$ cat config.mk
export PLATFORM = sky130hd
export DESIGN_NAME = png_chunk_deframer_unit
export DESIGN_NICKNAME = d
export VERILOG_FILES = /design/src/hdl/pngcd_pkg.sv /design/src/hdl/png_chunk_deframer_unit.sv
export VERILOG_INCLUDE_DIRS = /design/src /design/src/hdl
export SDC_FILE = /design/constraint.sdc
export NUM_CORES = 1
export LEC_CHECK = 0
export BUFFER_PORTS_ARGS = -buffer_cell sky130_fd_sc_hd__buf_2
export CORE_MARGIN = 10
export CORE_UTILIZATION = 50
export DETAILED_ROUTE_END_ITERATION = 6
export PLACE_DENSITY = 0.69
export SYNTH_ARGS = -nofsm -noshare
export SYNTH_HDL_FRONTEND = slang
export SYNTH_SLANG_ARGS = --single-unit
$ cat constraint.sdc
create_clock -name clk -period 9 [get_ports clk]
set_clock_uncertainty 0.1 [all_clocks]
set_input_delay 0.45 -clock clk [delete_from_list [all_inputs] [get_ports clk]]
set_output_delay 0.45 -clock clk [all_outputs]
set_load 0.005 [all_outputs]
$ cat src/hdl/assert_macros.svh
// Assertion macros shared by the RTL in this folder.
// Needs nothing else; ASSERT_OFF removes every check.
`ifndef ASSERT_MACROS_SVH
`define ASSERT_MACROS_SVH
`ifndef ASSERT_OFF
// check outside reset only
`define ASSERT_RUN(label, clk, rst, prop) \
  label: assert property (@(posedge clk) disable iff (rst) prop) \
    else $error("assertion failed");
// check on every edge, reset included
`define ASSERT_ALWAYS(label, clk, prop) \
  label: assert property (@(posedge clk) prop) \
    else $error("assertion failed");
`else
`define ASSERT_RUN(label, clk, rst, prop)
`define ASSERT_ALWAYS(label, clk, prop)
`endif
`endif

$ cat src/hdl/pngcd_pkg.sv
// Types and constants for the PNG chunk deframer.
// No dependencies.
package pngcd_pkg;

  typedef enum logic [2:0] {
    PH_SIG,
    PH_LEN,
    PH_TYPE,
    PH_DATA,
    PH_CRC
  } phase_t;

  localparam int unsigned CNT_W = 3;

  localparam logic [CNT_W-1:0] SIG_LAST   = 3'd7;  // eighth signature byte
  localparam logic [CNT_W-1:0] FIELD_LAST = 3'd3;  // fourth byte of a field

  localparam logic [31:0] SIG_BYTES      = 32'd8;
  localparam logic [32:0] CHUNK_OVERHEAD = 33'd12;
  localparam logic [32:0] LEN_FIELD      = 33'd4;
  localparam logic [31:0] DATA_SKIP      = 32'd8;  // length and type fields
  localparam logic [31:0] TYPE_IEND      = 32'h49454E44;

endpackage

$ cat src/hdl/png_chunk_deframer_unit.sv
// PNG chunk deframer: walks a PNG byte stream and emits one record per chunk.
// Depends on pngcd_pkg and assert_macros.svh.
//
// Takes one file byte per cycle with no gaps required, one transfer every clock at
// full rate unless a record waits on a stalled output. A byte goes into an input
// register and is parsed there; a chunk record lands in the output register, taken
// from the chunk's last CRC byte in the input register. The input register holds
// one more byte while a record waits. The 8-byte signature is skipped unchecked;
// parsing stops after IEND or when file_size cannot hold the next length field or
// chunk; it resumes only after reset or on a start-of-file byte. CRC is not checked.
`include "assert_macros.svh"

module png_chunk_deframer_unit (
  input  logic         clk,
  input  logic         rst,
  // configuration: file size in bytes
  input  logic         cfg_valid,
  output logic         cfg_ready,
  input  logic [31:0]  cfg_data,
  // byte input
  input  logic         s_axis_tvalid,
  output logic         s_axis_tready,
  input  logic [7:0]   s_axis_tdata,   // [7:0] byte_value
  input  logic         s_axis_tuser,   // [0] start_of_file
  // chunk records
  output logic         m_axis_tvalid,
  input  logic         m_axis_tready,
  output logic [127:0] m_axis_tdata,   // [31:0] chunk_length, [63:32] data_offset,
                                       // [95:64] chunk_type, [127:96] chunk_crc
  output logic         m_axis_tuser    // [0] is_end_chunk
);

  logic [31:0] file_size;

  logic        in_valid;
  logic [7:0]  in_byte;
  logic        in_sof;
  logic        adv;

  pngcd_pkg::phase_t             phase, phase_next, ph_e;
  logic [pngcd_pkg::CNT_W-1:0]   cnt, cnt_next, cnt_e;
  logic [31:0]                   len, len_next, len_e, len_full;
  logic [31:0]                   typ, typ_next, typ_e, typ_full;
  logic [31:0]                   crc, crc_next, crc_e, crc_full;
  logic [31:0]                   data_left, data_left_next;
  logic [31:0]                   origin, origin_next;
  logic [32:0]                   origin12, origin12_next;
  logic [31:0]                   chunk_end, chunk_end_next;
  logic                          stopped, stopped_next, stopped_e;

  logic [32:0] origin4;
  logic [33:0] end_sum;
  logic        emit;
  logic        is_end;

  assign cfg_ready = 1'b1;

  always_ff @(posedge clk) begin
    if (rst) begin
      file_size <= '0;
    end else if (cfg_valid) begin
      file_size <= cfg_data;
    end
  end

  assign adv           = in_valid && (!m_axis_tvalid || m_axis_tready);
  assign s_axis_tready = !in_valid || adv;

  always_ff @(posedge clk) begin
    if (rst) begin
      in_valid <= 1'b0;
    end else if (s_axis_tready) begin
      in_valid <= s_axis_tvalid;
    end
  end

  always_ff @(posedge clk) begin
    if (s_axis_tready && s_axis_tvalid) begin
      in_byte <= s_axis_tdata;
      in_sof  <= s_axis_tuser;
    end
  end

  // start of file clears the parse state for this byte
  assign ph_e      = in_sof ? pngcd_pkg::PH_SIG : phase;
  assign cnt_e     = in_sof ? '0 : cnt;
  assign len_e     = in_sof ? '0 : len;
  assign typ_e     = in_sof ? '0 : typ;
  assign crc_e     = in_sof ? '0 : crc;
  assign stopped_e = in_sof ? 1'b0 : stopped;

  assign len_full = {len_e[23:0], in_byte};
  assign typ_full = {typ_e[23:0], in_byte};
  assign crc_full = {crc_e[23:0], in_byte};
  assign origin4  = {1'b0, origin} + pngcd_pkg::LEN_FIELD;
  assign end_sum  = {1'b0, origin12} + {2'b00, len_full};

  always_comb begin
    phase_next     = ph_e;
    cnt_next       = cnt_e;
    len_next       = len_e;
    typ_next       = typ_e;
    crc_next       = crc_e;
    stopped_next   = stopped_e;
    data_left_next = data_left;
    origin_next    = origin;
    origin12_next  = origin12;
    chunk_end_next = chunk_end;
    if (!stopped_e) begin
      case (ph_e)
        pngcd_pkg::PH_SIG: begin
          if (cnt_e == pngcd_pkg::SIG_LAST) begin
            cnt_next      = '0;
            origin_next   = pngcd_pkg::SIG_BYTES;
            origin12_next = {1'b0, pngcd_pkg::SIG_BYTES} + pngcd_pkg::CHUNK_OVERHEAD;
            phase_next    = pngcd_pkg::PH_LEN;
          end else begin
            cnt_next = cnt_e + 1'b1;
          end
        end
        pngcd_pkg::PH_LEN: begin
          if (cnt_e == '0 && origin4 > {1'b0, file_size}) begin
            stopped_next = 1'b1;
          end else begin
            len_next = len_full;
            if (cnt_e == pngcd_pkg::FIELD_LAST) begin
              if (end_sum > {2'b00, file_size}) begin
                stopped_next = 1'b1;
              end else begin
                cnt_next       = '0;
                chunk_end_next = end_sum[31:0];
                phase_next     = pngcd_pkg::PH_TYPE;
              end
            end else begin
              cnt_next = cnt_e + 1'b1;
            end
          end
        end
        pngcd_pkg::PH_TYPE: begin
          typ_next = typ_full;
          if (cnt_e == pngcd_pkg::FIELD_LAST) begin
            cnt_next = '0;
            if (len_e != '0) begin
              data_left_next = len_e;
              phase_next     = pngcd_pkg::PH_DATA;
            end else begin
              phase_next = pngcd_pkg::PH_CRC;
            end
          end else begin
            cnt_next = cnt_e + 1'b1;
          end
        end
        pngcd_pkg::PH_DATA: begin
          if (data_left == 32'd1) begin
            phase_next = pngcd_pkg::PH_CRC;
          end else begin
            data_left_next = data_left - 32'd1;
          end
        end
        default: begin
          crc_next = crc_full;
          if (cnt_e == pngcd_pkg::FIELD_LAST) begin
            if (typ_e == pngcd_pkg::TYPE_IEND) begin
              stopped_next = 1'b1;
            end else begin
              origin_next   = chunk_end;
              origin12_next = {1'b0, chunk_end} + pngcd_pkg::CHUNK_OVERHEAD;
              phase_next    = pngcd_pkg::PH_LEN;
            end
            cnt_next = '0;
            len_next = '0;
            typ_next = '0;
            crc_next = '0;
          end else begin
            cnt_next = cnt_e + 1'b1;
          end
        end
      endcase
    end
  end

  // record on the last CRC byte
  always_comb begin
    emit = 1'b0;
    case (ph_e)
      pngcd_pkg::PH_SIG,
      pngcd_pkg::PH_LEN,
      pngcd_pkg::PH_TYPE,
      pngcd_pkg::PH_DATA: emit = 1'b0;
      default:            emit = !stopped_e && (cnt_e == pngcd_pkg::FIELD_LAST);
    endcase
    is_end = (typ_e == pngcd_pkg::TYPE_IEND);
  end

  always_ff @(posedge clk) begin
    if (rst) begin
      phase   <= pngcd_pkg::PH_SIG;
      cnt     <= '0;
      len     <= '0;
      typ     <= '0;
      crc     <= '0;
      stopped <= 1'b0;
    end else if (adv) begin
      phase   <= phase_next;
      cnt     <= cnt_next;
      len     <= len_next;
      typ     <= typ_next;
      crc     <= crc_next;
      stopped <= stopped_next;
    end
  end

  always_ff @(posedge clk) begin
    if (adv) begin
      data_left <= data_left_next;
      origin    <= origin_next;
      origin12  <= origin12_next;
      chunk_end <= chunk_end_next;
    end
  end

  always_ff @(posedge clk) begin
    if (rst) begin
      m_axis_tvalid <= 1'b0;
    end else if (adv && emit) begin
      m_axis_tvalid <= 1'b1;
    end else if (m_axis_tready) begin
      m_axis_tvalid <= 1'b0;
    end
  end

  always_ff @(posedge clk) begin
    if (adv && emit) begin
      m_axis_tdata <= {crc_full, typ_e, origin + pngcd_pkg::DATA_SKIP, len_e};
      m_axis_tuser <= is_end;
    end
  end

  `ASSERT_ALWAYS(a_reset_clears_out, clk, rst |=> !m_axis_tvalid)
  `ASSERT_RUN(a_rec_from_crc, clk, rst,
    $rose(m_axis_tvalid) |-> $past(ph_e == pngcd_pkg::PH_CRC))
  `ASSERT_RUN(a_data_left_live, clk, rst,
    (phase == pngcd_pkg::PH_DATA) |-> (data_left != '0))
  `ASSERT_RUN(a_origin_pair, clk, rst,
    (phase != pngcd_pkg::PH_SIG) |-> (origin12 == (33'(origin) + pngcd_pkg::CHUNK_OVERHEAD)))
  `ASSERT_RUN(a_end_stops, clk, rst,
    (m_axis_tvalid && m_axis_tuser) |-> stopped)

endmodule

; Yosys cells after proc, flatten, opt, wreduce, memory -nomap -nowiden
; Index checks and enable logic that the tools add are counted.
[word_totals]
register_bits = 404
latchBits = 0
ramBits = 0
mem_bits_ro = 0
in_bits = 46
out_inout_bits = 132
word_cells = 120
memories = 0
[classes]
add_sub_neg = 6
n_mul = 0
n_div = 0
order_cmp = 2
n_eq_ne = 12
n_shift = 0
muxes = 56
n_bitwise = 4
n_reduce_logical = 23
[ops]
columns = operator, n
row1 = 32-bit two-way mux, 17
row2 = 32-bit one-hot mux with 2 select lines, 4
row3 = 33-bit two-way mux, 3
row4 = 33-bit one-hot mux with 2 select lines, 1
row5 = 3-bit two-way mux, 18
row6 = 33-bit by 32-bit adder with 34-bit output, 1
row7 = 34-bit by 32-bit greater-than comparator with 1-bit output, 1
row8 = "32-bit by 3-bit adder with 33-bit output, second input constant", 1
row9 = "32-bit by 4-bit adder with 33-bit output, second input constant", 1
row10 = 33-bit by 32-bit greater-than comparator with 1-bit output, 1
row11 = "32-bit by 4-bit adder with 32-bit output, second input constant", 1
row12 = "32-bit by 1-bit == test with 1-bit output, second input constant", 1
row13 = "32-bit by 31-bit == test with 1-bit output, second input constant", 1
row14 = 32-bit nonzero test, 1
row15 = "32-bit by 1-bit subtractor with 32-bit output, second input constant", 1
row16 = 6-bit AND reduction, 3
row17 = 3-bit one-hot mux with 4 select lines, 1
row18 = 1-bit two-way mux, 10
row19 = "3-bit by 2-bit == test with 1-bit output, second input constant", 3
row20 = 3-bit one-hot mux with 3 select lines, 1
row21 = 3-bit OR reduction, 3
row22 = "2-bit inequality test, second input constant", 4
row23 = 3-bit logical NOT, 2
row24 = 2-bit nonzero test, 3
row25 = other kinds (10), 20

; Depth between registers and ports, before layout
; Gate-level depths: netlist of the first run.
[depth]
ltp_word = 8
mapped_depth = 27
mapped_depth_nobuf = 24

; Worst setup path after synthesis of the first run
; No wires, ideal clock.
[synth_path]
path_kind = flip-flop to flip-flop
from = reg in_sof
to = reg chunk_end[0] (enable)
setup_ns = 0.461
t_arrival_ns = 7.423
required_ns = 8.439
path_slack_ns = 1.016
path_stages_with_launch = 26
path_buffers = 5
cell_sequence = edfxtp_1 -> clkbuf_1 -> buf_1 -> clkbuf_1 -> buf_1 -> buf_1 -> nor2b_1 -> ha_1 -> inv_1 -> o21ai_0 -> maj3_1 -> a21o_1 -> a22oi_1 -> a21oi_1 -> or3_1 -> a21oi_1 -> o21bai_1 -> xor2_1 -> ha_1 -> and4_1 -> nand3_1 -> nor4_1 -> a21oi_1 -> a2bb2oi_1 -> o2111ai_1 -> nor3_1
[synth_between]
elab_chain_cells = 5
word_cells_on_any_way = 14
[synth_rtl]
columns = item, line
row1 = "start, declared", png_chunk_deframer_unit.sv:37  ; logic in_sof;
row2 = "start signal, assigned", png_chunk_deframer_unit.sv:80  ; in_sof <= s_axis_tuser;
row3 = 32-bit two-way mux, png_chunk_deframer_unit.sv:87  ; assign len_e = in_sof ? '0 : len;
row4 = via len_e[10], png_chunk_deframer_unit.sv:42  ; logic [31:0] len, len_next, len_e, len_full;
row5 = 33-bit by 32-bit adder with 34-bit output, png_chunk_deframer_unit.sv:96  ; assign end_sum = {1'b0, origin12} + {2'b00, len_full};
row6 = via end_sum[30], png_chunk_deframer_unit.sv:52  ; logic [33:0] end_sum;
row7 = 34-bit by 32-bit greater-than comparator with 1-bit output, png_chunk_deframer_unit.sv:127  ; if (end_sum > {2'b00, file_size}) begin
row8 = 1-bit NOT (no source line), --
row9 = 6-bit AND reduction (no source line), --
row10 = "end signal, assigned", png_chunk_deframer_unit.sv:218  ; chunk_end <= chunk_end_next;
row11 = "end, declared", png_chunk_deframer_unit.sv:48  ; logic [31:0] chunk_end, chunk_end_next;
; The timed path passes the listed nets, and every way through them passes these cells.
; A chain may end at the register's enable or synchronous reset.

; Worst setup path after layout of the first run
[layout_path]
from = reg origin[6]
to = reg len[4]
[layout_between]
elab_chain_cells = 6
[layout_rtl]
columns = item, line
row1 = "start, declared", png_chunk_deframer_unit.sv:46  ; logic [31:0] origin, origin_next;
row2 = "start signal, assigned", png_chunk_deframer_unit.sv:216  ; origin <= origin_next;
row3 = 32-bit by 3-bit adder with 33-bit output, png_chunk_deframer_unit.sv:95  ; assign origin4 = {1'b0, origin} + pngcd_pkg::LEN_FIELD;
row4 = 33-bit by 32-bit greater-than comparator with 1-bit output, png_chunk_deframer_unit.sv:122  ; if (cnt_e == '0 && origin4 > {1'b0, file_size}) begin
row5 = 1-bit logical AND, png_chunk_deframer_unit.sv:122
row6 = 32-bit two-way mux, png_chunk_deframer_unit.sv:122
row7 = 32-bit one-hot mux with 2 select lines, png_chunk_deframer_unit.sv:110  ; case (ph_e)
row8 = 32-bit two-way mux, png_chunk_deframer_unit.sv:109  ; if (!stopped_e) begin
row9 = "end signal, assigned", png_chunk_deframer_unit.sv:206  ; len <= len_next;
row10 = "end, declared", png_chunk_deframer_unit.sv:42
; No other way between the ends.

==> metrics list, run 1 <==
- Register area: ~11000 um^2
* Post-CTS resize count: 0
- Final worst-path cycle share: 75.41%
- For this block, the initial DRC count from the detailed router was ~1.3k.
- In this run the tool buffered the top-level ports with ~180 buffer cells.
- Number of vias after detailed routing: 14.96k
* Number of pins exceeding their max-slew limit in the final report: 0
* Initial standard-cell utilization of the core: about half
- Mux share of post-synthesis cell area: 2.079%
* Parity-gate share of the synthesized area counting xor and xnor cells: 6.374%
- Dominant register cell in the synthesized netlist: edfxtp_1
- Of the total power, combinational logic draws under 10%.
- For the pin with the worst max-slew slack, the measured transition is 1.279 ns.
- Area share of the leading cell type in the synthesized netlist: 39.94%
- The number of different library cells used by synthesis comes to around 80.
- Number of design rule violations left after detail routing: 0
* Path type of the worst min-delay path: input pin to flip-flop
- For this design the ratio of total power to cell area is 178.7 nW/um^2.
* Layout-stage area growth over the synthesis result: 15.28%
- GR Overflow Total: 0
- In the synthesized netlist, the cells that appear most often are 265 x edfxtp_1, 244 x nor2_1, 129 x dfxtp_1.
* Nets in the synthesized netlist: between 2k and 2.5k
- Clk_lat worst skew: ~0.57 ns
- Setup violations remaining at the end of the flow were counted as 0.
- After filler insertion, the fill cell instance count of the layout stands at 3347.
* Most numerous cell in the Yosys netlist: edfxtp_1
- Headroom to the max-slew limit came out at between 10% and 20%.
* Final Wtd Congestion: a little over 0.9
- After clock tree synthesis, the clock-pin slew on the worst setup and hold paths is ~0.070 ns.
* Total global-route track usage: 21.49%
- The floorplan step defined a die boundary enclosing 48230 um^2.
- Cells taking the most area after synthesis: edfxtp_1 40%, dfxtp_1 13%, ha_1 6.2%
- Adder and majority gate portion of the synthesized area: 6.506%
- For the worst setup path, the data arrival time is 7.19 ns.
- In this run the critical register-to-register path is launched from origin[6].
- Of the total power, registers draw 47.5%.
* Min-delay src: cfg_data[13]
* Worst R2R Path Depth: 21
- Of the total synthesized cell area, the portion taken by AND, OR, NAND and NOR gates is between 10% and 20%.
- Of the synthesized area, sequential elements account for between 50% and 60%.
- Maximum clock frequency: between 100 and 150 MHz
- Internal reg-to-reg setup slack: approximately 2.2 ns
- Wirelength per Cell: slightly above 20 um
- Clk pwr share: 47.5%
- The worst hold path terminates at file_size[13].
- Final critical-path required period: around 6.8 ns
* H-tree levels: 2
- OpenSTA, run right after detailed placement, puts the worst setup slack at 2.341 ns.
- Data on the critical path is required at its endpoint by around 9.4 ns.
- The internal portion of the total power is ~3.2 mW.
- Of all cell types, the one taking the most synthesized area is edfxtp_1.
* Max IR drop VDD: 0.1196 mV
- Die Height: between 200 and 250 um
- Summing the areas of all compound-gate instances in the mapped netlist gives 11.57% of the synthesized area.
- Startpoint type of the worst setup path: flip-flop
* Share of post-route cells with drive strength above 1: between 10 and 15%
- Fraction of the core area covered by cells at the end of the flow: 58.08%
* Setup repair after global routing missed its margin: no
- Of the total power, the share spent switching nets is around 22%.
- Yosys warning total: 0
- CTS saw 394 sinks.
* Final number of hold-violating endpoints: 0
* Total number of placement rows: between 70 and 80
- Die X-Extent: 219.6 um
- Dividing the detail-routed via count by the number of cells gives between 5 and 6.
* Average cell area after synthesis: 10.56 um^2
- Bufs on Longest Clock Path: 3
- Antenna violation net count after detailed routing: 0
- TNS Setup: 0 ns
* Aggregate routed wire length: ~53000 um
- The first global-routing pass estimated about 82000 um of wire.
- After the last flow step, the layout net total stands at 2195.
- Pin count of the biggest net entering global routing: 85
* Hpwl dp: between 30000 and 40000 um
* CTS tree: yes
* Leakage: 8.754 nW
- The critical path is of the flip-flop to flip-flop type.
- Combinational family with the most area after synthesis: simple AND/OR/NAND/NOR gates
- Standard cell core area: roughly 40000 um^2
- Setup slack closes at 2.213 ns.
* EDFF count, synth: 265
- STA classifies the critical path endpoint as a flip-flop.
* Via count of the first global-routing pass: between 10k and 15k
- Maximum fanout along the worst path: 19
* Master cell of the clock root buffer: clkbuf_16
- In the synthesized netlist, the number of instances is ~1.9k.
* Post-CTS repair timing setup buffer count: 0
- The endpoint identified for the worst register-to-register timing path is len[4].
- The flow ran to the end, and the final reports show no timing, DRC or antenna violations.
* Number of maximum-capacitance violations: 0
* Number of I/O pins: roughly 180
* Share of flip-flops with an asynchronous set or reset after synthesis: 0%
- Length of the first detailed-routing pass in iterations: 6
- Flip-flop and latch count after synthesis: about 390
- Footprint of the multi-input gates: approximately 8700 um^2
* Power spent charging and discharging nets: 0.8871 mW
- Antenna violations before repair: 0
* Clock buffers created by TritonCTS: 43
* Post-synthesis instance area: between 15000 and 20000 um^2
* Antenna diode count: 0
- Worst hold path cell count: 3
## power by group through the flow
| stage | Combinational (mW) | Clock (mW) | Sequential (mW) |
|---|---|---|---|
| after floorplan | 0.141 | 0 | 1.98 |
| after global placement | 0.195 | 0 | 1.99 |
| after detailed placement | 0.200 | 0 | 1.99 |
| after CTS | 0.205 | 1.98 | 1.95 |
| after global routing | 0.228 | 2.05 | 1.95 |
| final | 0.206 | 1.95 | 1.95 |
## through the flow
step / cell area, um^2 / instances / hold slack [ns] / power [mW]
after CTS: 22970 / 2609 / 0.001112 / 4.136
after detailed placement: 21280 / 2519 / 0.3795 / 2.187
after floorplan: 19920 / 1887 / 0.3423 / 2.119
after global routing: 22970 / 2609 / 0.01336 / 4.231
final: 22970 / 2609 / 0.02390 / 4.104
after global placement: 21280 / 2519 / 0.3707 / 2.182
## critical path, stage by stage, from the launching register on
cell	delay, ns
edfxtp_1	0.51
nand4_2	0.18
or2_1	0.35
nor4_1	0.47
and2_1	0.29
and3_1	0.23
and3_1	0.23
and3_1	0.22
and3_1	0.24
nand2_1	0.09
xnor2_1	0.16
ha_1	0.30
nand4_1	0.13
nor4_1	0.40
nand2_1	0.12
a21oi_1	0.16
a2111oi_0	0.11
a211oi_1	0.77
nor3_2	0.14
o31ai_4	0.71
nor2b_1	0.60
a22o_1	0.22
## cell families (layout without fill, tap and decap cells)
group,count (synthesis),in the layout
xor+xnor,145,145
simple gates,680,680
fa+ha+maj,104,104
buf+inv,174,371
mux,41,41
flops,394,394
compound gates,348,348
other cells,1,1
## state kept, by name, indices dropped and copies added, names as in the netlist
name and count:
phase 3, len 32, data_left 32, in_sof 1, origin 30, m_axis_tvalid 1, file_size 32, m_axis_tuser 1
cnt 3, chunk_end 32, typ 32, in_valid 1, m_axis_tdata 128, stopped 1, crc 24, origin12 33
in_byte 8
## worst max-delay path by stage
stage	from	end	cells after the start	slack [ns]
after floorplan	in_sof	chunk_end[0]	25	1.02
final	origin[6]	len[4]	21	2.21
after global placement	origin[6]	len[1]	21	2.57
after CTS	origin[6]	len[4]	21	2.29
after global routing	origin[6]	len[2]	21	1.60
after detailed placement	origin[6]	len[4]	21	2.34
## layout by cell type (no fill, tap or decap), types with 8 or more instances in the layout
cell type	count
a22o_1	9
xor2_1	70
or3_1	14
a31oi_1	12
nor2_1	242
edfxtp_1	265
nor3_2	12
and3_1	17
o21a_1	12
nand3b_1	8
nand4_1	30
nand3_1	38
nor2b_1	77
nand2b_1	11
buf_2	175
nand2_1	115
o21ai_0	45
a21oi_1	102
dfxtp_1	129
nor3_1	27
nor4_1	15
and2_1	32
xnor2_1	75
a22oi_1	64
a21o_1	38
dlygate4sd3_1	11
nor4b_1	8
inv_1	89
clkbuf_16	47
mux2i_1	38
buf_4	15
ha_1	98
clkbuf_1	9
## layout make-up
cell class	instances	share of cell area (%)
flip-flops and latches	394	45.89
multi-input cells	1319	38.09
clock buffers	63	5.687
repair buffers	201	4.783
well taps	525	2.860
inverters	91	1.509
clock inverters	16	1.187
## routing by layer
layer | GRT usage, % | vias to the layer above | wire length [um]
li1 | - | 7101 | -
met1 | 28.89 | 7276 | 23430
met2 | 34.87 | 509 | 24690
met3 | 4.511 | 72 | 3740
met4 | 5.341 | 0 | 1070
met5 | 0 | - | 0
## what timing repair did
| action | 4_1_cts | 5_1_grt |
|---|---|---|
| hold buffers | 11 | 0 |
| endpoints found under the hold margin | 11 | 0 |
| endpoints found under the setup margin | 0 | 0 |
No activity file was read; power rests on OpenSTA's default activity.
==> run 2: changes to the inputs <==
--- a/config.mk
+++ b/config.mk
@@ -10,7 +10,7 @@
 export CORE_MARGIN = 10
 export CORE_UTILIZATION = 50
 export DETAILED_ROUTE_END_ITERATION = 6
-export PLACE_DENSITY = 0.69
+export PLACE_DENSITY = 0.72
 export SYNTH_ARGS = -nofsm -noshare
 export SYNTH_HDL_FRONTEND = slang
 export SYNTH_SLANG_ARGS = --single-unit
==> constraint.sdc (replaced) <==
create_clock -name clk -period 5.95 [get_ports clk]
set_clock_uncertainty 0.1 [all_clocks]
set_input_delay 0.2975 -clock clk [delete_from_list [all_inputs] [get_ports clk]]
set_output_delay 0.2975 -clock clk [all_outputs]
set_load 0.005 [all_outputs]
==> metrics list, run 2 (synthesized netlist as in run 1, its figures left out) <==
- The tightest min-delay check is of the input pin to flip-flop type.
* Max FFs per register: 128 (unchanged)
* CTS tree: yes
- Max IR drop VDD: 0.1752 mV (+46%)
* First-pass GRT wire length: 82320 um (+0.61%)
- Post-Layout Inst Area: 23350 um^2 (+1.7%)
- Placed Instance Area: 21510 um^2 (+1.1%)
* Logic pwr share: 5.9% (+0.9 points)
- The final critical-path share of the clock period was 94.47% (+19 points).
- The largest registers in the layout are m_axis_tdata (128), origin12 (33).
- Data required time of the worst path: 6.11 ns (-3.30 ns)
- Share of post-route cells with drive strength above 1: 15.18% (+0.93 points)
* Pin count of the biggest net entering global routing: 95 (+12%)
- Leakage: 8.934 nW (+2.1%)
- Worst setup margin: 0.3288 ns (-1.885 ns)
- Power spent charging and discharging nets: 1.314 mW (+48%)
- The data arrival at the endpoint of the critical path was 5.78 ns (-1.41 ns).
- Cells along the critical path: clkinv_1 -> nand2_1 -> inv_1 -> ha_1 -> a21oi_1 -> o21ai_0 -> maj3_1 -> a21o_1 -> a22oi_1 -> a21oi_1 -> or3_1 -> a21oi_2 -> o21bai_1 -> xor2_1 -> ha_1 -> and4_1 -> nand3_1 -> nor4_1 -> a21oi_1 -> a2bb2oi_2 -> o2111ai_2 -> nor3_4 -> buf_12
- Cell mode on critical path: a21oi_1
* Master cell of the clock root buffer: clkbuf_16
* Final Wtd Congestion: 0.9473 (+2.1%)
- Bufs on Longest Clock Path: 3 (unchanged)
* Number of vias after detailed routing: 15.12k (+1.1%)
* Maximum fanout along the worst path: 32 (+13)
* GR Overflow Total: 0 (unchanged)
- Antenna violation net count after detailed routing: 0 (unchanged)
- Antenna violations before repair: 0 (unchanged)
- The slew at the pin closest to its max-slew limit came to 1.072 ns (-0.2066 ns).
* Die Height: 219.6 um (unchanged)
* Endpoint kind of the worst setup timing path: flip-flop
- Total number of placement rows: 73 (unchanged)
- Maximum clock frequency: 177.9 MHz (+21%)
- H-tree levels: 2 (unchanged)
- The clock share of power is 44.3% (-3.2 points).
- The HPWL after detailed placement came to 37990 um (+1.1%).
- Aggregate routed wire length: 53040 um (+0.20%)
- The number of violations of the max-capacitance limit is 0 (unchanged).
- The share of power burned in registers was 49.8% (+2.3 points).
- Leaving out fill and tap cells, the most frequent cells in the layout are 265 x edfxtp_1, 241 x nor2_1, 175 x buf_2.
- The normalized max-slew margin was 28.04% (+15 points).
- From synthesis to final layout, the design area changed by 17.21%.
- Status: finished, final reports clean
- The DRC violation total after the first TritonRoute iteration is 1271 (-0.78%).
- Total design power: 5.910 mW (+44%)
- The number of iterations in the first detailed-routing pass came to 7 (+1).
- The I/O pin count was 178 (unchanged).
- Startpoint type of the worst setup path: flip-flop
* Number of buffers added on ports: 176 (unchanged)
- Clock buffers created by TritonCTS: 43 (unchanged)
* Standard cell core area: 39550 um^2 (unchanged)
- Footprint of the multi-input gates: 8801 um^2 (+0.60%)
- The horizontal die dimension came to 219.6 um (unchanged).
* Post-CTS repair timing setup buffer count: 0 (unchanged)
- The via count of the first global-routing pass is 14.71k (+1.5%).
* Final number of hold-violating endpoints: 0 (unchanged)
* Kind of critical path: flip-flop to flip-flop
- The fill cell total of the finished layout is 3242 (-3.1%).
* Setup slack at placement: 0.2520 ns (-2.089 ns)
* Most frequent standard cell in the layout excluding fill and tap cells: edfxtp_1
- The net switching fraction of the power came to 22.23% (+0.62 points).
- Ranked by flip-flop count, first place goes to m_axis_tdata.
* Wirelength per Cell: 19.90 um (-1.9%)
* Register area: 10540 um^2 (unchanged)
- Clock transition at the registers of the reported paths: 0.06 ns (about the same)
- Internal power consumption: 4.596 mW (+43%)
* Final critical-path required period: 5.621 ns (-1.165 ns)
* Number of clock sinks seen by CTS: 394 (unchanged)
* Largest incremental delay on the critical path: 0.37 ns (-0.40 ns)
* Total global-route track usage: 21.58% (+0.089 points)
- The number of nets in the final layout came to 2254 (+2.7%).
- The ratio of routed vias to standard cells was 5.670 (-1.1%).
- The number of antenna diodes is 0 (unchanged).
- The number of max-slew violations in the final report was 0 (unchanged).
* Final-report setup violation count: 0 (unchanged)
* Power density cells: 253.1 nW/um^2 (+42%)
- Number of design rule violations left after detail routing: 0 (unchanged)
- The source-to-sink clock delay at the later pin of the worst-skew pair came to 0.56 ns (about the same).
- The die footprint was 48230 um^2 (unchanged).
- The slowest stage of the critical path is the edfxtp_1 cell.
* Initial standard-cell utilization of the core: 50.38% (unchanged)
-- run 2: changes by cell type in the layout (fill, tap and decap cells not counted), moves of 3 or more --
cell,previous run,this run
dlygate4sd3_1,11,44
clkbuf_1,9,12
clkbuf_8,7,4
buf_4,15,39
bufinv_16,7,3
clkinv_2,4,9
clkbuf_16,47,44
-- run 2: timing repair --
action / 4_1_cts / 5_1_grt
endpoints found under the setup margin: 0 / 62
hold buffers: 44 / 0
hold endpoints to repair: 43 / 0
gates resized for setup: 0 / 7
-- run 2: worst paths after layout --
path	startpoint	to	slack, ns	cells after the start
hold / removal	rst	typ[11]	0.17	2
setup reg to reg	in_sof	chunk_end[31]	0.33	23
hold reg to reg	file_size[18]	file_size[18]	0.39	2
setup / recovery	in_sof	chunk_end[31]	0.33	23
-- run 2: stage by stage --
step / TNS [ns] / std cells / hold slack, ns / utilization, %
floorplan: 0 / 1887 / 0.2964 / -
global placement: 0 / 2545 / 0.3674 / 54.40
detailed placement: 0 / 2545 / 0.3757 / 54.40
CTS: 0 / 2666 / 0.1412 / 58.97
global route: -0.005770 / 2666 / 0.1759 / 59.05
finish: 0 / 2666 / 0.1673 / 59.05
-- run 2: worst max-delay path, delay by kind of cell (launching register included) --
family          cells  cell delay (ns)
compound gates     10             1.80
simple gates        6             1.40
flops               1             0.37
buf+inv             3             0.46
fa+ha+maj           3             1.01
xor+xnor            1             0.16
-- run 2: power by group through the flow --
| stage | Combinational, mW | Clock, mW | Sequential [mW] |
|---|---|---|---|
| 2_1_floorplan | 0.216 | 0 | 2.99 |
| 3_3_place_gp | 0.313 | 0 | 3.00 |
| 3_5_place_dp | 0.321 | 0 | 3.00 |
| 4_1_cts | 0.346 | 2.66 | 2.94 |
| 5_1_grt | 0.384 | 2.77 | 2.94 |
| 6_report | 0.349 | 2.62 | 2.94 |
-- run 2: layout make-up --
| cell class | instances | area share [%] |
|---|---|---|
| flip-flops and latches | 394 | 45.13 |
| clock inverters | 17 | 0.7126 |
| well taps | 525 | 2.813 |
| clock buffers | 60 | 5.144 |
| inverters | 91 | 1.484 |
| multi-input cells | 1319 | 37.69 |
| repair buffers | 260 | 7.024 |
-- run 2: layer usage --
metal	vias up	routed length [um]	GRT usage, %	part of all wire [%]
li1	7234	-	-	-
met1	7239	23050	29.06	43
met2	562	24730	35.14	47
met3	82	3993	3.551	7.5
met4	0	1264	6.574	2.4
met5	-	0	0	0
